**config.mk**
```make
export PLATFORM = sky130hd
export DESIGN_NAME = framed_message_deframer
export DESIGN_NICKNAME = d
export VERILOG_FILES = /design/src/rtl/fmd_pkg.sv /design/src/rtl/fmd_parser.sv /design/src/rtl/framed_message_deframer.sv
export SDC_FILE = /design/constraint.sdc
export NUM_CORES = 1
export LEC_CHECK = 0
export BUFFER_PORTS_ARGS = -buffer_cell sky130_fd_sc_hd__buf_2
export CORE_ASPECT_RATIO = 1.25
export CORE_UTILIZATION = 45
export DETAILED_ROUTE_END_ITERATION = 10
export PLACE_DENSITY_LB_ADDON = 0.1
export SLEW_MARGIN = 10
export SYNTH_ARGS = -nofsm -noshare
export SYNTH_HDL_FRONTEND = slang
export SYNTH_SLANG_ARGS = --single-unit
export TNS_END_PERCENT = 30
```
**constraint.sdc**
```tcl
create_clock -name i_clk -period 4.5 [get_ports i_clk]
set_input_delay 0.225 -clock i_clk [delete_from_list [all_inputs] [get_ports i_clk]]
set_output_delay 0.225 -clock i_clk [all_outputs]
set_load 0.05 [all_outputs]
```
**src/rtl/fmd_pkg.sv**
```systemverilog
package fmd_pkg;

    localparam int LENGTH_WIDTH_DEF = 32;
    localparam int CFG_INDEX_W      = 2;
    localparam logic [7:0] MAX_FRAMES_RST = 8'd32;
    localparam logic [7:0] HEARTBEAT_RST  = 8'd0;

    typedef enum logic [CFG_INDEX_W-1:0] {
        CFG_HEARTBEAT  = 2'd0,
        CFG_MAX_FRAMES = 2'd1
    } t_cfg_index;

    typedef enum logic [2:0] {
        EV_NONE      = 3'd0,
        EV_HEADER_OK = 3'd1,
        EV_HEARTBEAT = 3'd2,
        EV_NO_DATA   = 3'd3,
        EV_ILLEGAL   = 3'd4,
        EV_TOO_MANY  = 3'd5,
        EV_REQ_OVER  = 3'd6
    } t_event;

    typedef struct packed {
        logic [7:0] beat_method;
        logic [7:0] max_frames;
    } t_cfg;

    typedef struct packed {
        logic [7:0] data_byte;
        logic       data_valid;
        logic       frame_end;
        logic       package_end;
        t_event     event_res;
        logic [3:0] version;
        logic [3:0] minor_ver;
        logic [3:0] compress_mode;
        logic [3:0] encrypt_mode;
        logic [7:0] method_code;
        logic [7:0] frame_number;
    } t_result;

    // six-byte magic at the head of a request
    function automatic logic [7:0] magic_byte(input logic [2:0] pos);
        logic [7:0] b;
        b = 8'h00;
        unique case (pos)
            3'd0: b = 8'h23;
            3'd1: b = 8'h4D;
            3'd2: b = 8'h46;
            3'd3: b = 8'h50;
            3'd4: b = 8'h54;
            3'd5: b = 8'h50;
            default: b = 8'h00;
        endcase
        return b;
    endfunction

endpackage

```
**src/rtl/fmd_parser.sv**
```systemverilog
module fmd_parser #(
    parameter int LENGTH_WIDTH = fmd_pkg::LENGTH_WIDTH_DEF
) (
    input  logic             i_clk,
    input  logic             i_rst_n,
    input  logic             i_step,
    input  logic [7:0]       i_byte,
    input  fmd_pkg::t_cfg    i_cfg,
    output fmd_pkg::t_result o_res
);

    typedef enum logic [4:0] {
        PH_HEADER  = 5'b00001,
        PH_CONTROL = 5'b00010,
        PH_LENGTH  = 5'b00100,
        PH_PAYLOAD = 5'b01000,
        PH_DISCARD = 5'b10000
    } t_phase;

    localparam logic [3:0] HP_MAGIC_END = 4'd6;
    localparam logic [3:0] HP_MODES     = 4'd7;
    localparam logic [3:0] HP_METHOD    = 4'd8;
    localparam logic [3:0] HP_COUNT     = 4'd9;
    localparam logic [3:0] HP_BEAT      = 4'd10;

    t_phase                  r_phase, n_phase;
    logic [3:0]              r_header_pos, n_header_pos;
    logic [2:0]              r_len_left, n_len_left;
    logic [LENGTH_WIDTH-1:0] r_accum, n_accum;
    logic [LENGTH_WIDTH-1:0] r_payload_left, n_payload_left;
    logic                    r_more, n_more;
    logic [7:0]              r_fip, n_fip;
    logic [7:0]              r_pkg_idx, n_pkg_idx;
    logic [7:0]              r_pkg_total, n_pkg_total;
    logic [23:0]             r_hdr, n_hdr;

    logic [LENGTH_WIDTH+7:0] accum_shift;
    logic                    end_frame;
    logic                    fe, pe, dvalid;
    fmd_pkg::t_event         ev;

    assign accum_shift = {r_accum, i_byte};

    always_comb begin
        n_phase        = r_phase;
        n_header_pos   = r_header_pos;
        n_len_left     = r_len_left;
        n_accum        = r_accum;
        n_payload_left = r_payload_left;
        n_more         = r_more;
        n_fip          = r_fip;
        n_pkg_idx      = r_pkg_idx;
        n_pkg_total    = r_pkg_total;
        n_hdr          = r_hdr;
        end_frame      = 1'b0;
        fe             = 1'b0;
        pe             = 1'b0;
        dvalid         = 1'b0;
        ev             = fmd_pkg::EV_NONE;

        unique case (r_phase)
            PH_HEADER: begin
                if (r_header_pos < HP_MAGIC_END) begin
                    if (i_byte == fmd_pkg::magic_byte(r_header_pos[2:0])) begin
                        n_header_pos = r_header_pos + 4'd1;
                    end else begin
                        ev = fmd_pkg::EV_ILLEGAL;
                        // a stray '#' can open a fresh magic
                        n_header_pos = (i_byte == fmd_pkg::magic_byte(3'd0)) ? 4'd1 : 4'd0;
                    end
                end else if (r_header_pos == HP_MAGIC_END) begin
                    n_hdr[23:16] = i_byte;
                    n_header_pos = HP_MODES;
                end else if (r_header_pos == HP_MODES) begin
                    n_hdr[15:8]  = i_byte;
                    n_header_pos = HP_METHOD;
                end else if (r_header_pos == HP_METHOD) begin
                    n_hdr[7:0]   = i_byte;
                    n_header_pos = (i_byte == i_cfg.beat_method) ? HP_BEAT : HP_COUNT;
                end else if (r_header_pos == HP_COUNT) begin
                    n_pkg_total = i_byte;
                    if (i_byte == 8'd0) begin
                        ev           = fmd_pkg::EV_NO_DATA;
                        n_header_pos = 4'd0;
                    end else begin
                        ev           = fmd_pkg::EV_HEADER_OK;
                        n_header_pos = 4'd0;
                        n_fip        = 8'd0;
                        n_pkg_idx    = 8'd0;
                        n_phase      = PH_CONTROL;
                    end
                end else if (r_header_pos == HP_BEAT) begin
                    ev           = fmd_pkg::EV_HEARTBEAT;
                    n_header_pos = 4'd0;
                end else begin
                    n_header_pos = 4'd0;
                end
            end
            PH_CONTROL: begin
                if (i_byte[3:2] > 2'd1) begin
                    ev           = fmd_pkg::EV_ILLEGAL;
                    n_phase      = PH_HEADER;
                    n_header_pos = 4'd0;
                end else begin
                    n_more     = i_byte[2];
                    n_len_left = {1'b0, i_byte[1:0]} + 3'd1;
                    n_accum    = '0;
                    n_phase    = PH_LENGTH;
                end
            end
            PH_LENGTH: begin
                n_accum    = accum_shift[LENGTH_WIDTH-1:0];
                n_len_left = (r_len_left != 3'd0) ? r_len_left - 3'd1 : 3'd0;
                if (n_len_left == 3'd0) begin
                    if (r_fip >= i_cfg.max_frames) begin
                        if (n_accum == '0) begin
                            ev           = fmd_pkg::EV_TOO_MANY;
                            n_phase      = PH_HEADER;
                            n_header_pos = 4'd0;
                        end else begin
                            n_payload_left = n_accum;
                            n_phase        = PH_DISCARD;
                        end
                    end else if (n_accum == '0) begin
                        end_frame = 1'b1;
                    end else begin
                        n_payload_left = n_accum;
                        n_phase        = PH_PAYLOAD;
                    end
                end
            end
            PH_PAYLOAD: begin
                dvalid         = 1'b1;
                n_payload_left = (r_payload_left != '0) ?
                                 r_payload_left - LENGTH_WIDTH'(1) : '0;
                if (n_payload_left == '0) begin
                    end_frame = 1'b1;
                end
            end
            PH_DISCARD: begin
                n_payload_left = (r_payload_left != '0) ?
                                 r_payload_left - LENGTH_WIDTH'(1) : '0;
                if (n_payload_left == '0) begin
                    ev           = fmd_pkg::EV_TOO_MANY;
                    n_phase      = PH_HEADER;
                    n_header_pos = 4'd0;
                end
            end
            default: begin
                n_phase      = PH_HEADER;
                n_header_pos = 4'd0;
            end
        endcase

        if (end_frame) begin
            fe = 1'b1;
            if (!r_more) begin
                pe        = 1'b1;
                n_pkg_idx = r_pkg_idx + 8'd1;
                if (n_pkg_idx == r_pkg_total) begin
                    ev           = fmd_pkg::EV_REQ_OVER;
                    n_phase      = PH_HEADER;
                    n_header_pos = 4'd0;
                end else begin
                    n_fip   = 8'd0;
                    n_phase = PH_CONTROL;
                end
            end else begin
                n_fip   = r_fip + 8'd1;
                n_phase = PH_CONTROL;
            end
        end
    end

    always_comb begin
        o_res.data_byte     = dvalid ? i_byte : 8'd0;
        o_res.data_valid    = dvalid;
        o_res.frame_end     = fe;
        o_res.package_end   = pe;
        o_res.event_res     = ev;
        o_res.version       = n_hdr[23:20];
        o_res.minor_ver     = n_hdr[19:16];
        o_res.compress_mode = n_hdr[15:12];
        o_res.encrypt_mode  = n_hdr[11:8];
        o_res.method_code   = n_hdr[7:0];
        o_res.frame_number  = r_fip;
    end

    always_ff @(posedge i_clk) begin
        if (!i_rst_n) begin
            r_phase        <= PH_HEADER;
            r_header_pos   <= 4'd0;
            r_len_left     <= 3'd0;
            r_accum        <= '0;
            r_payload_left <= '0;
            r_more         <= 1'b0;
            r_fip          <= 8'd0;
            r_pkg_idx      <= 8'd0;
            r_pkg_total    <= 8'd0;
            r_hdr          <= 24'd0;
        end else if (i_step) begin
            r_phase        <= n_phase;
            r_header_pos   <= n_header_pos;
            r_len_left     <= n_len_left;
            r_accum        <= n_accum;
            r_payload_left <= n_payload_left;
            r_more         <= n_more;
            r_fip          <= n_fip;
            r_pkg_idx      <= n_pkg_idx;
            r_pkg_total    <= n_pkg_total;
            r_hdr          <= n_hdr;
        end
    end

    a_hunt_pos_clear: assert property (@(posedge i_clk) disable iff (!i_rst_n)
        r_phase != PH_HEADER |-> r_header_pos == 4'd0)
        else $error("header position left set outside header hunting");

    a_pkg_end_frame: assert property (@(posedge i_clk) disable iff (!i_rst_n)
        i_step && o_res.package_end |-> o_res.frame_end)
        else $error("package end without frame end");

    a_payload_exit: assert property (@(posedge i_clk) disable iff (!i_rst_n)
        i_step && r_phase == PH_PAYLOAD && r_payload_left == LENGTH_WIDTH'(1)
        |=> r_phase != PH_PAYLOAD)
        else $error("payload phase outlived its length");

    a_header_ok_ctrl: assert property (@(posedge i_clk) disable iff (!i_rst_n)
        i_step && o_res.event_res == fmd_pkg::EV_HEADER_OK |=> r_phase == PH_CONTROL)
        else $error("accepted header did not move to control byte");

endmodule

```
**src/rtl/framed_message_deframer.sv**
```systemverilog
// channel   direction  handshake                 payload
// in        sink       i_in_valid / o_in_ready   i_rx_byte
// out       source     o_out_valid / i_out_ready o_data_byte .. o_frame_number
// cfg       sink       i_cfg_valid / o_cfg_ready i_cfg_index, i_cfg_data
//
// One received word per cycle while the output is not stalled. A word sits in the input
// register; the parser steps on it and the result register loads in the same cycle.
// Synchronous active-low reset: parser hunts for a header, config back to defaults.
// An output stall holds the result register; the input register still takes one word.
module framed_message_deframer #(
    parameter int LENGTH_WIDTH = fmd_pkg::LENGTH_WIDTH_DEF
) (
    input  logic                            i_clk,
    input  logic                            i_rst_n,
    input  logic                            i_in_valid,
    output logic                            o_in_ready,
    input  logic [7:0]                      i_rx_byte,
    output logic                            o_out_valid,
    input  logic                            i_out_ready,
    output logic [7:0]                      o_data_byte,
    output logic                            o_data_valid,
    output logic                            o_frame_end,
    output logic                            o_package_end,
    output logic [2:0]                      o_event_res,
    output logic [3:0]                      o_version,
    output logic [3:0]                      o_minor_ver,
    output logic [3:0]                      o_compress_mode,
    output logic [3:0]                      o_encrypt_mode,
    output logic [7:0]                      o_method_code,
    output logic [7:0]                      o_frame_number,
    input  logic                            i_cfg_valid,
    output logic                            o_cfg_ready,
    input  logic [fmd_pkg::CFG_INDEX_W-1:0] i_cfg_index,
    input  logic [7:0]                      i_cfg_data
);

    logic             r_in_valid;
    logic [7:0]       r_in_byte;
    logic             r_out_valid;
    fmd_pkg::t_result r_res;
    fmd_pkg::t_result res;
    fmd_pkg::t_cfg    r_cfg;
    logic             adv;

    assign adv         = r_in_valid && (!r_out_valid || i_out_ready);
    assign o_in_ready  = !r_in_valid || adv;
    assign o_cfg_ready = 1'b1;

    fmd_parser #(
        .LENGTH_WIDTH(LENGTH_WIDTH)
    ) u_parser (
        .i_clk  (i_clk),
        .i_rst_n(i_rst_n),
        .i_step (adv),
        .i_byte (r_in_byte),
        .i_cfg  (r_cfg),
        .o_res  (res)
    );

    always_ff @(posedge i_clk) begin
        if (!i_rst_n) begin
            r_in_valid        <= 1'b0;
            r_out_valid       <= 1'b0;
            r_cfg.beat_method <= fmd_pkg::HEARTBEAT_RST;
            r_cfg.max_frames  <= fmd_pkg::MAX_FRAMES_RST;
        end else begin
            if (o_in_ready) begin
                r_in_valid <= i_in_valid;
            end
            if (adv) begin
                r_out_valid <= 1'b1;
            end else if (i_out_ready) begin
                r_out_valid <= 1'b0;
            end
            if (i_cfg_valid) begin
                unique case (i_cfg_index)
                    fmd_pkg::CFG_HEARTBEAT:  r_cfg.beat_method <= i_cfg_data;
                    fmd_pkg::CFG_MAX_FRAMES: r_cfg.max_frames  <= i_cfg_data;
                    default: ;
                endcase
            end
        end
    end

    always_ff @(posedge i_clk) begin
        if (i_in_valid && o_in_ready) begin
            r_in_byte <= i_rx_byte;
        end
        if (adv) begin
            r_res <= res;
        end
    end

    assign o_out_valid     = r_out_valid;
    assign o_data_byte     = r_res.data_byte;
    assign o_data_valid    = r_res.data_valid;
    assign o_frame_end     = r_res.frame_end;
    assign o_package_end   = r_res.package_end;
    assign o_event_res     = r_res.event_res;
    assign o_version       = r_res.version;
    assign o_minor_ver     = r_res.minor_ver;
    assign o_compress_mode = r_res.compress_mode;
    assign o_encrypt_mode  = r_res.encrypt_mode;
    assign o_method_code   = r_res.method_code;
    assign o_frame_number  = r_res.frame_number;

endmodule

```
### Yosys cells after proc, flatten, opt, wreduce, memory -nomap -nowiden

Index checks and enable logic that the tools add are counted.

* output and inout port bits: 49
* bits in registers: 189
* word-level logic and storage cells: 196

* add/sub/neg operators: 6
* eq/ne operators: 33
* bitwise logic cells: 5
* $lt $le $gt $ge: 3
* muxes and demuxes: 97
* reduce and logical (&&, ||, !) cells: 26

Operator list (number)
* 2-to-1 mux 8 bit: 25
* 2-to-1 mux 32 bit: 3
* 2-to-1 mux 24 bit: 3
* zero test 32 bit: 2
* case mux 32 bit (2 select lines): 1
* 2-to-1 mux 5 bit: 12
* 2-to-1 mux 4 bit: 13
* 2-to-1 mux 3 bit: 17
* case mux 24 bit (2 select lines): 1
* case mux 7 bit (5 select lines): 1
* nonzero test 32 bit: 1
* subtractor 32 x 1 -> 32 bit, second input constant: 1
* case mux 5 bit (5 select lines): 1
* equality test 8 bit: 3
* case mux 4 bit (5 select lines): 1
* adder 8 x 1 -> 8 bit, second input constant: 2
* 2-to-1 mux 16 bit: 1
* inequality test 3 x 2 -> 1 bit, second input constant: 5
* equality test 4 bit, second input constant: 3
* case mux 3 bit (4 select lines): 1
* AND reduction 11 bit: 1
* 2-to-1 mux 1 bit: 10
* 2-to-1 mux 2 bit: 5
* inequality test 3 x 1 -> 1 bit, second input constant: 3
* other kinds (36): 54

### Logic depth before layout (Yosys ltp)

Gate-level depths: netlist of the first run.

* word-level depth: 12
* depth in mapped cells: 15
* gate-level depth less buffers: 12

### By module

A second synthesis of the first run with hierarchy kept.

* cells, all modules: 1082
* area, all modules: 9990.8 µm²

By module, submodules not included
* fmd_parser: cells each 953, area an instance 7647.3 µm², times used 1
* framed_message_deframer: cells each 129, area an instance 2343.5 µm², times used 1

### Least setup slack after synthesis of the first run

Ideal clock, no wire load.

* path kind: reg2reg
* start: register u_parser.r_payload_left[0]
* end: register u_parser.r_fip[6]
* required time: 4443 ps
* stages on the path, launching flop included: 16
* path buffers: 3
* path slack: 1150 ps
* arrival: 3293 ps
* setup time: 57 ps
* cell sequence: dfxtp_1 -> inv_1 -> ha_1 -> buf_4 -> or3b_1 -> or4_1 -> buf_2 -> o21a_1 -> nor4_2 -> and3b_1 -> a31o_4 -> a31oi_4 -> or3_1 -> buf_6 -> o21bai_2 -> a21o_1

* word-level cells in the longest chain between the ends: 6
* elaborated cells on any way between the ends: 7
* those cells by class: add/sub: 1; mux: 4; reduce/logical: 2

Ends and longest elaborated chain
* start: declaration: RTL line fmd_parser.sv:30 `logic [LENGTH_WIDTH-1:0] r_payload_left, n_payload_left;`
* start signal: assignment: RTL line fmd_parser.sv:206 `r_payload_left <= n_payload_left;`
* subtractor 32 x 1 -> 32 bit or nonzero test 32 bit (tied branches): RTL line fmd_parser.sv:135, fmd_parser.sv:134
* 2-to-1 mux 32 bit (*): RTL line fmd_parser.sv:134 `n_payload_left = (r_payload_left != '0) ?`
* zero test 32 bit (*): RTL line fmd_parser.sv:136 `if (n_payload_left == '0) begin`
* 2-to-1 mux 1 bit (*): RTL line fmd_parser.sv:136
* case mux 1 bit (2 select lines) (*): RTL line fmd_parser.sv:61 `unique case (r_phase)`
* 2-to-1 mux 8 bit (*): RTL line fmd_parser.sv:155 `if (end_frame) begin`
* end signal: assignment: RTL line fmd_parser.sv:208 `r_fip <= n_fip;`
* end: declaration: RTL line fmd_parser.sv:32 `logic [7:0] r_fip, n_fip;`

Mark *: on every way between the ends. The rest lies on a longest branch, timed or not.
A chain may end at the register's enable or synchronous reset.

### Final worst setup path of the first run

* start: register u_parser.r_payload_left[0]
* end: register u_parser.r_header_pos[3]

* word-level cells in the longest chain between the ends: 8
* elaborated cells on any way between the ends: 11
* those cells by class: add/sub: 1; mux: 8; reduce/logical: 2

Ends and longest elaborated chain
* subtractor 32 x 1 -> 32 bit or nonzero test 32 bit (tied branches)
* 2-to-1 mux 32 bit (*): RTL line fmd_parser.sv:134, fmd_parser.sv:141
* zero test 32 bit (*): RTL line fmd_parser.sv:136, fmd_parser.sv:143
* 2-to-1 mux 4 bit: RTL line fmd_parser.sv:143 `if (n_payload_left == '0) begin`
* case mux 4 bit (5 select lines): RTL line fmd_parser.sv:61
* 2-to-1 mux 4 bit: RTL line fmd_parser.sv:160 `if (n_pkg_idx == r_pkg_total) begin`
* 2-to-1 mux 4 bit: RTL line fmd_parser.sv:157 `if (!r_more) begin`
* 2-to-1 mux 4 bit (*): RTL line fmd_parser.sv:155
* end signal: assignment: RTL line fmd_parser.sv:203 `r_header_pos <= n_header_pos;`
* end: declaration: RTL line fmd_parser.sv:27 `logic [3:0] r_header_pos, n_header_pos;`

Marks and branches as above.

==> results.toml, run 1 <==
[synthesis]
synth_top_flop_cell = "dfxtp_1"
syn_area_um2 = 9630
synth_most_common_cell = "nor2_1"
syn_inst = 1109
synth_edf_count = 54
async_flop_share = 0
synthesis.nets = 1151
yosysWarnings = 0
synth.largest_area_cell = "dfxtp_1"
netlist_top_cells_area = "dfxtp_1 28%, edfxtp_1 17%, nor2_1 6.7%"
synth-seq-cells = 189
yosysUniqueCellTypes = 77
syn-mean-instance-area_um2 = 8.68
netlist_top_cells_count = "173 x nor2_1, 135 x dfxtp_1, 101 x nand2_1"
synth-seq-area-share = 0.449
synth_top_cell_area_share = 0.281

[timing]
finalSetupTns_ns = 0
tightest_slew_ns = 1.06
period_share = 0.883
rsz0062_at_grt = "false"
finalCriticalPeriod_ns = 3.97
slew_headroom = 0.290
maxClockFrequency_mhz = 252
finalMaxSlewViolations = 0
finClkSkew_ns = 0.0110
hold_slack_ns = 0.0131
setup_viol = 0
final-hold-violation-count = 0

[placement]
routabilityCongestion = 0.886
placed_area_um2 = 10200
io_buffers = 70
hpwl_um = 17400
dp_cells = 1403

[power]
p_leak_nw = 4.08
peakVddDrop_mv = 0.245
power.density_nw_per_um2 = 326

[clock_tree]
ctsResizeCount = 0
numCtsBuffers = 17
cts_sinks = 189
cts.clk_slew.worst_paths_ns = 0.07
cts_root_buf = "clkbuf_16"
cts_tree = "done"
clk_latency_ns = 0.44
h-tree-depth = 4
cts_buffer_depth = 2

[global_route]
globalRoute.totalOverflow = 0
grt_max_degree = 84
grt_pass1_wl_um = 41100
track_usage = 0.239
grt_antenna_before_repair = 0
grt_pass1_vias = 7716

[run_status]
run_status = "finished, final reports clean"

[floorplanning]
start_util = 0.461
coreArea_um2 = 20900
die_h_um = 166
die_area_um2 = 22000
rows = 59
die_x_um = 133
io_pins = 72

[final_layout]
fin_nets = 1198
final_cells = 1442
drive_above_1_share = 0.141
diodes = 0
final_area_um2 = 10800
syn2layout_area_growth_pct = 12.4
utilization = 0.518

[drt]
dr.pass1.iters = 6
drtIter0Drc = 657
postRouteAntennaNets = 0
vias_per_cell = 5.70
totalWireLength_um = 25700
vias = 8226
post-route-drc-count = 0
routedWlPerCell_um = 17.9

[worst_setup_path]
startpoint_type = "register"
ff2ff_setup_slack_ns = 0.53
r2r_cells = 12
cp_max_fo = 9
crit_type = "reg2reg"
arrival_ns = 4.30
critPathRequiredTime_ns = 4.83
crit_path_end_kind = "register"
reg2reg_from = "u_parser.r_payload_left[0]"
reg2reg_to = "u_parser.r_header_pos[3]"

[run]
drv_cap = 0

[min_path]
min_to = "r_in_valid"
hold_path_class = "in2reg"
min-delay-start = "i_in_valid"
hold_path_depth = 3
-- worst max-delay path, stage by stage (launching register included) --
cell and delay, ns:
dfxtp_1 0.36, inv_1 0.09, ha_1 0.31, or3b_1 0.45, or4_1 0.69, o21ai_0 0.23, a32oi_1 0.07, o21ai_0 0.31
a41o_1 0.25, a31o_1 0.40, nand2_1 0.20, a21o_1 0.23, a32o_1 0.26
-- worst max path at each step --
stage | start | endpoint | slack [ns] | cells past startpoint
3_3_place_gp | u_parser.r_payload_left[0] | u_parser.r_header_pos[0] | 0.69 | 12
4_1_cts | u_parser.r_payload_left[0] | u_parser.r_header_pos[3] | 0.58 | 12
2_1_floorplan | u_parser.r_payload_left[0] | u_parser.r_fip[6] | 1.15 | 15
6_report | u_parser.r_payload_left[0] | u_parser.r_header_pos[3] | 0.53 | 12
3_5_place_dp | u_parser.r_payload_left[0] | u_parser.r_header_pos[3] | 0.62 | 12
5_1_grt | u_parser.r_payload_left[0] | u_parser.r_header_pos[3] | 0.16 | 12
-- metal layers --
metal / wire length [µm] / track usage
met2: 12600 / 0.407
met5: 0 / 0
met3: 1090 / 0.0394
met4: 908 / 0.115
met1: 11100 / 0.294
-- cell families (layout without fill, tap and decap cells) --
family | after synthesis | after routing | synth area share
AO/OA/AOI/OAI | 247 | 247 | 0.168
XOR/XNOR | 30 | 30 | 0.0273
adder cells (fa/ha/maj) | 19 | 19 | 0.0247
buffers and inverters | 111 | 170 | 0.0470
flip-flops | 189 | 189 | 0.449
multiplexers | 50 | 50 | 0.0547
other | 1 | 1 | 0.000389
AND/OR/NAND/NOR | 462 | 462 | 0.229
-- repair_timing --
action,in CTS,in global routing
hold buffers,8,0
endpoints found under the hold margin,8,0
setup buffers,0,0
-- stage by stage --
step / total power, W / worst slack [ns]
after global placement: 0.00210 / 0.693
after CTS: 0.00356 / 0.579
after global routing: 0.00364 / 0.156
after floorplan: 0.00202 / 1.15
after detailed placement: 0.00210 / 0.615
final: 0.00353 / 0.529
-- power by group --
group / leakage (nW) / internal, W / total, W / switching (W)
registers: 1.58 / 0.00179 / 0.00181 / 0.0000172
logic: 2.24 / 0.0000677 / 0.000257 / 0.000189
clock network: 0.262 / 0.000771 / 0.00147 / 0.000700
-- cell type report --
| class | count | area, µm² |
|---|---|---|
| Multi-Input combinational cell | 809 | 4860 |
| Sequential cell | 189 | 4320 |
| Fill cell | 1987 | 10100 |
| Clock inverter | 14 | 134 |
| Inverter | 40 | 151 |
| Tap cell | 274 | 343 |
| Clock buffer | 17 | 425 |
| Timing Repair Buffer | 99 | 588 |
-- cell usage in the layout, fill, tap and decap left out, drive strengths merged, types with 5 or more instances in the layout --
master,instances
nor2,173
dfxtp,135
nand2,101
buf,91
o21ai,70
a21oi,64
edfxtp,54
nor3,49
inv,44
a22oi,36
mux2i,29
nor4,28
nand3,22
mux2,21
xnor2,20
ha,19
clkbuf,17
and2,13
nand4,11
xor2,10
o31ai,9
a211oi,8
and3,8
dlygate4sd3,8
a31oi,8
nor2b,7
nand2b,7
or4,7
or3,7
a32o,6
or2,6
nand3b,5
clkinvlp,5
-- registers in the layout, summed over array words and instances (netlist names), 5 cells and up --
signal                   cells
o_data_byte                  8
u_parser.r_hdr              24
r_in_byte                    8
u_parser.r_pkg_total         8
o_method_code                8
u_parser.r_accum            24
u_parser.r_fip               8
o_frame_number               8
r_cfg                       16
u_parser.r_pkg_idx           8
u_parser.r_payload_left     32
u_parser.r_phase             5
Note: power is estimated with default switching activity, not from simulation.
==> run 2, diff against run 1 <==
--- a/config.mk
+++ b/config.mk
@@ -5,6 +5,7 @@
 export SDC_FILE = /design/constraint.sdc
 export NUM_CORES = 1
 export LEC_CHECK = 0
+export ABC_AREA = 1
 export BUFFER_PORTS_ARGS = -buffer_cell sky130_fd_sc_hd__buf_2
 export CORE_ASPECT_RATIO = 1.25
 export CORE_UTILIZATION = 45
==> run 2 against run 1 <==
  * Area after synthesis rose by 6.3%
  * Clock skew grew 0.0085 ns
  * Synthesized cell count is 31% higher
  * Clock power about the same
  * Hold slack improved by 0.018 ns
  * First-iteration DRC count fell by 7.6%
  * Via count grew 14%
  * Die area increased by 6.2%
  * Cell area rose by 6.0%
==> results.toml, run 2 <==
[worst_setup_path]
critPathRequiredTime_ns = 4.79
arrival_ns = 3.78
cp_max_fo = 43
startpoint_type = "register"
crit_path_end_kind = "register"
crit_type = "reg2reg"

[synthesis]
synth.largest_area_cell = "dfxtp_1"
syn_inst = 1454
yosysWarnings = 0
synth_top_flop_cell = "dfxtp_1"
netlist_top_cells_area = "dfxtp_1 26%, edfxtp_1 16%, nand2_1 13%"
synth_most_common_cell = "nand2_1"
netlist_top_cells_count = "368 x nand2_1, 214 x nor2_1, 148 x inv_1"
async_flop_share = 0
syn_area_um2 = 10200
syn-mean-instance-area_um2 = 7.04
synth-seq-cells = 189
synth_edf_count = 54
synth-seq-area-share = 0.422
yosysUniqueCellTypes = 47
synth_top_cell_area_share = 0.264
synthesis.nets = 1496

[clock_tree]
cts_buffer_depth = 2
clk_latency_ns = 0.44
h-tree-depth = 4
cts_tree = "done"
cts_sinks = 189
cts_root_buf = "clkbuf_16"
numCtsBuffers = 17
cts.clk_slew.worst_paths_ns = 0.08

[drt]
drtIter0Drc = 607
postRouteAntennaNets = 0
vias = 9410
dr.pass1.iters = 5
routedWlPerCell_um = 15.5
vias_per_cell = 5.22
post-route-drc-count = 0
totalWireLength_um = 28000

[timing]
rsz0062_at_grt = "false"
layout_setup_ws_ns = 1.01
finalMaxSlewViolations = 0
period_share = 0.774
finClkSkew_ns = 0.0196
finalCriticalPeriod_ns = 3.49
tightest_slew_ns = 1.05
slew_headroom = 0.297
setup_viol = 0
final-hold-violation-count = 0
finalSetupTns_ns = 0
maxClockFrequency_mhz = 287

[final_layout]
syn2layout_area_growth_pct = 12.1
top_regs = "u_parser.r_payload_left x32, u_parser.r_accum x24, u_parser.r_hdr x24"
top_register = "u_parser.r_payload_left"
diodes = 0
fin_nets = 1549
largest_reg_flops = 32
drive_above_1_share = 0.100
fillerInstances = 2271
final_cell_mix = "367 x nand2_1, 214 x nor2_1, 148 x inv_1, 135 x dfxtp_1, 127 x o21ai_0"
final_common_cell = "nand2_1"

[power]
p_leak_nw = 5.05
p_sw_w = 0.000998
internal_power_w = 0.00264
comb_power_share = 0.081
seq_power_share = 0.506
sw_frac_of_total = 0.275
power.density_nw_per_um2 = 317
peakVddDrop_mv = 0.277
power_frac_clock = 0.413

[run]
drv_cap = 0

[placement]
io_buffers = 70
place_ws_ns = 1.04
hpwl_um = 20000
routabilityCongestion = 0.897

[min_path]
hold_path_class = "in2reg"

[floorplanning]
die_x_um = 137
coreArea_um2 = 22300
die_area_um2 = 23400
rows = 61
io_pins = 72
die_h_um = 171
start_util = 0.459

[global_route]
globalRoute.totalOverflow = 0
grt_antenna_before_repair = 0
track_usage = 0.248
grt_pass1_wl_um = 44700
grt_max_degree = 80
grt_pass1_vias = 8845

[run_status]
run_status = "finished, final reports clean"
-- run 2: cell count changes after synthesis, sizes merged, moves of 14 or more --
cell / before / now
inv: 37 / 152
mux2: 21 / 0
a21oi: 64 / 121
a22oi: 36 / 0
nor3: 49 / 13
mux2i: 29 / 0
o21ai: 70 / 128
nor2: 173 / 226
nand3: 22 / 57
nor4: 28 / 14
nand2: 101 / 375
-- run 2: final timing paths --
| check | depth (start not counted) | start | endpoint | slack (ns) |
|---|---|---|---|---|
| hold reg to reg | 2 | r_cfg[7] | r_cfg[7] | 0.47 |
| setup / recovery | 14 | r_in_byte[1] | u_parser.r_payload_left[0] | 1.01 |
| setup reg to reg | 14 | r_in_byte[1] | u_parser.r_payload_left[0] | 1.01 |
| hold / removal | 3 | i_cfg_data[0] | r_cfg[0] | 0.03 |
-- run 2: timing repair --
action | 4_1_cts | 5_1_grt
buffers inserted | 0 | 0
hold buffers | 8 | 0
hold endpoints to repair | 8 | 0
gates resized for setup | 0 | 0
endpoints found under the setup margin | 0 | 0
-- run 2: layout make-up --
| class | instances | area [µm²] | area share |
|---|---|---|---|
| Clock inverter | 15 | 161 | 0.0141 |
| Multi-Input combinational cell | 1054 | 5100 | 0.445 |
| Timing Repair Buffer | 91 | 528 | 0.0460 |
| Clock buffer | 17 | 425 | 0.0371 |
| Sequential cell | 189 | 4320 | 0.377 |
| Tap cell | 283 | 354 | 0.0309 |
| Inverter | 154 | 581 | 0.0506 |
-- run 2: kinds of logic (layout without fill, tap and decap cells) --
kind of cell / after synthesis / in the layout / synth area share
compound gates: 295 / 295 / 0.155
fa+ha+maj: 19 / 19 / 0.0232
buf+inv: 211 / 277 / 0.0798
simple gates: 713 / 713 / 0.297
flops: 189 / 189 / 0.422
xor+xnor: 26 / 26 / 0.0222
other cells: 1 / 1 / 0.000366
-- run 2: per-stage QoR --
| step | hold WS [ns] | total power, W | cells | area (µm²) | util |
|---|---|---|---|---|---|
| final | 0.0315 | 0.00363 | 1803 | 11500 | 0.515 |
| after floorplan | 0.324 | 0.00208 | 1454 | 10200 | - |
| after detailed placement | 0.407 | 0.00217 | 1763 | 10800 | 0.485 |
| after global placement | 0.404 | 0.00216 | 1763 | 10800 | 0.485 |
| after global routing | 0.0478 | 0.00377 | 1803 | 11500 | 0.515 |
| after CTS | 0.0216 | 0.00368 | 1803 | 11500 | 0.515 |
-- run 2: critical path, stage by stage (launching register included) --
cell and delay, ns:
edfxtp_1 0.53, inv_1 0.27, ha_1 0.19, inv_1 0.05, nor4_2 0.39, nand3_1 0.14
nor2_1 0.24, inv_1 0.08, nor2_1 0.20, inv_1 0.06, nand4_1 0.07, buf_4 0.40
inv_1 0.39, o21ai_0 0.27, a31oi_1 0.06
-- run 2: metal layers --
| layer | share of wire | GRT usage | routed length (µm) | vias up |
|---|---|---|---|---|
| li1 | - | - | - | 4872 |
| met1 | 0.43 | 0.287 | 12000 | 4336 |
| met2 | 0.52 | 0.462 | 14500 | 162 |
| met3 | 0.027 | 0.0299 | 768 | 40 |
| met4 | 0.024 | 0.0917 | 682 | 0 |
| met5 | 0 | 0 | 0 | - |
-- run 2: power by group through the flow --
stage / clock (W) / combinational [W] / sequential, W
floorplan: 0 / 0.000144 / 0.00194
global placement: 0 / 0.000287 / 0.00188
detailed placement: 0 / 0.000290 / 0.00188
CTS: 0.00154 / 0.000297 / 0.00184
global route: 0.00160 / 0.000328 / 0.00184
finish: 0.00150 / 0.000294 / 0.00184
==> run 3, diff against run 2 <==
==> constraint.sdc (replaced) <==
create_clock -name i_clk -period 3.6 [get_ports i_clk]
set_input_delay 0.18 -clock i_clk [delete_from_list [all_inputs] [get_ports i_clk]]
set_output_delay 0.18 -clock i_clk [all_outputs]
set_load 0.05 [all_outputs]
==> run 3 against run 2 <==
  * Maximum frequency rose by 6.3%
  * Clock power rose by 33%
  * Setup slack got worse by 0.69 ns
  * Count of clock-buffer cells in the layout did not move
  * Combinational power rose by 27%
  * Critical path depth fell by 1
  * First-iteration DRC count fell by 5.9%
  * Power rose by 28%
  * Hold slack got worse by 0.026 ns
  * Clock skew barely moved
  * Critical path type unchanged
  * Core utilization rose by 0.50 points
==> results.toml, run 3 (synthesis gave the netlist of run 2 again) <==
[worst_setup_path]
reg2reg_from = "r_in_byte[0]"
critPathRequiredTime_ns = 3.89
crit_path_end_kind = "register"
ff2ff_setup_slack_ns = 0.32
cp-startpoint = "r_in_byte[0]"
reg2reg_to = "u_parser.r_header_pos[0]"
arrival_ns = 3.57
cp_max_fo = 9
startpoint_type = "register"
crit_type = "reg2reg"
r2r_cells = 13

[timing]
rsz0062_at_grt = "false"
finClkSkew_ns = 0.0196
finalMaxSlewViolations = 0
maxClockFrequency_mhz = 305
finalSetupTns_ns = 0
finalCriticalPeriod_ns = 3.28
period_share = 0.910
final-hold-violation-count = 0
slew_headroom = 0.371
tightest_slew_ns = 0.940
setup_viol = 0

[clock_tree]
cts_tree = "done"
h-tree-depth = 4
cts_sinks = 189
numCtsBuffers = 17
cts_setup_buffers = 0
hold_buffers = 10
ctsResizeCount = 0
clk_latency_ns = 0.45
cts_root_buf = "clkbuf_16"
cts_buffer_depth = 2
cts.clk_slew.worst_paths_ns = 0.08

[placement]
routabilityCongestion = 0.924
placed_area_um2 = 10900
hpwl_um = 20600
io_buffers = 70

[final_layout]
largest_reg_flops = 32
drive_above_1_share = 0.103
final_area_um2 = 11600
final_cell_mix = "367 x nand2_1, 214 x nor2_1, 148 x inv_1, 135 x dfxtp_1, 127 x o21ai_0"
final_common_cell = "nand2_1"
fin_nets = 1556
top_regs = "u_parser.r_payload_left x32, u_parser.r_accum x24, u_parser.r_hdr x24"
syn2layout_area_growth_pct = 13.2
top_register = "u_parser.r_payload_left"
diodes = 0

[global_route]
grt_antenna_before_repair = 0
globalRoute.totalOverflow = 0
grt_max_degree = 59
grt_pass1_vias = 8778
grt_pass1_wl_um = 45100
track_usage = 0.250

[floorplanning]
io_pins = 72
die_h_um = 171
start_util = 0.459
die_x_um = 137
die_area_um2 = 23400
coreArea_um2 = 22300
rows = 61

[min_path]
min_to = "r_cfg[11]"
hold_path_class = "in2reg"
min-delay-start = "i_cfg_data[3]"
hold_path_depth = 3

[drt]
drtIter0Drc = 571
vias_per_cell = 5.25
totalWireLength_um = 28200
vias = 9503
post-route-drc-count = 0
routedWlPerCell_um = 15.6
dr.pass1.iters = 7
postRouteAntennaNets = 0

[run]
drv_cap = 0

[power]
peakVddDrop_mv = 0.335
p_leak_nw = 5.10
power.density_nw_per_um2 = 402

[run_status]
run_status = "finished, final reports clean"
[run 3: power by group]
group          internal, W  switching (W)
Clock              0.00107       0.000924
Sequential         0.00226      0.0000420
Combinational     0.000104       0.000268
[run 3: worst max-delay path by stage]
| stage | endpoint | slack [ns] | cells after the start |
|---|---|---|---|
| finish | u_parser.r_header_pos[0] | 0.32 | 13 |
| global route | u_parser.r_header_pos[2] | 0.04 | 13 |
| CTS | u_parser.r_header_pos[2] | 0.34 | 13 |
| detailed placement | u_parser.r_header_pos[2] | 0.37 | 13 |
| global placement | u_parser.r_header_pos[1] | 0.39 | 13 |
| floorplan | o_compress_mode[0] | 0.78 | 4 |
[run 3: layout make-up]
| cell class | instances | area, µm² |
|---|---|---|
| clock buffers | 17 | 425 |
| clock inverters | 15 | 203 |
| fillers | 2229 | 10700 |
| inverters | 154 | 581 |
| multi-input cells | 1054 | 5100 |
| flip-flops and latches | 189 | 4320 |
| well taps | 283 | 354 |
| repair buffers | 98 | 598 |
[run 3: worst max-delay path: stages, from the launching register on]
cell      delay [ns]
edfxtp_1        0.38
inv_1           0.24
ha_1            0.20
inv_1           0.05
nor4_2          0.51
nand3_1         0.17
nor2_1          0.25
inv_1           0.08
nor2_1          0.21
nand3_1         0.28
nand2_1         0.37
a21oi_1         0.20
nand2_1         0.11
a21oi_1         0.06
[run 3: metrics by stage]
step | hold slack (ns) | cells | utilization | setup slack [ns] | power [W]
after detailed placement | 0.359 | 1768 | 0.487 | 0.367 | 0.00271
after CTS | 0.00188 | 1810 | 0.520 | 0.340 | 0.00470
after global placement | 0.358 | 1768 | 0.487 | 0.394 | 0.00271
after floorplan | 0.279 | 1454 | - | 0.785 | 0.00260
after global routing | 0.00357 | 1810 | 0.520 | 0.0424 | 0.00482
final | 0.00543 | 1810 | 0.520 | 0.323 | 0.00466
[run 3: routing by layer]
layer	vias to the layer above	global-route usage	routed length, µm
li1	4878	-	-
met2	243	0.444	14300
met3	50	0.0370	1170
met1	4332	0.299	11900
met4	0	0.106	916
met5	-	0	0
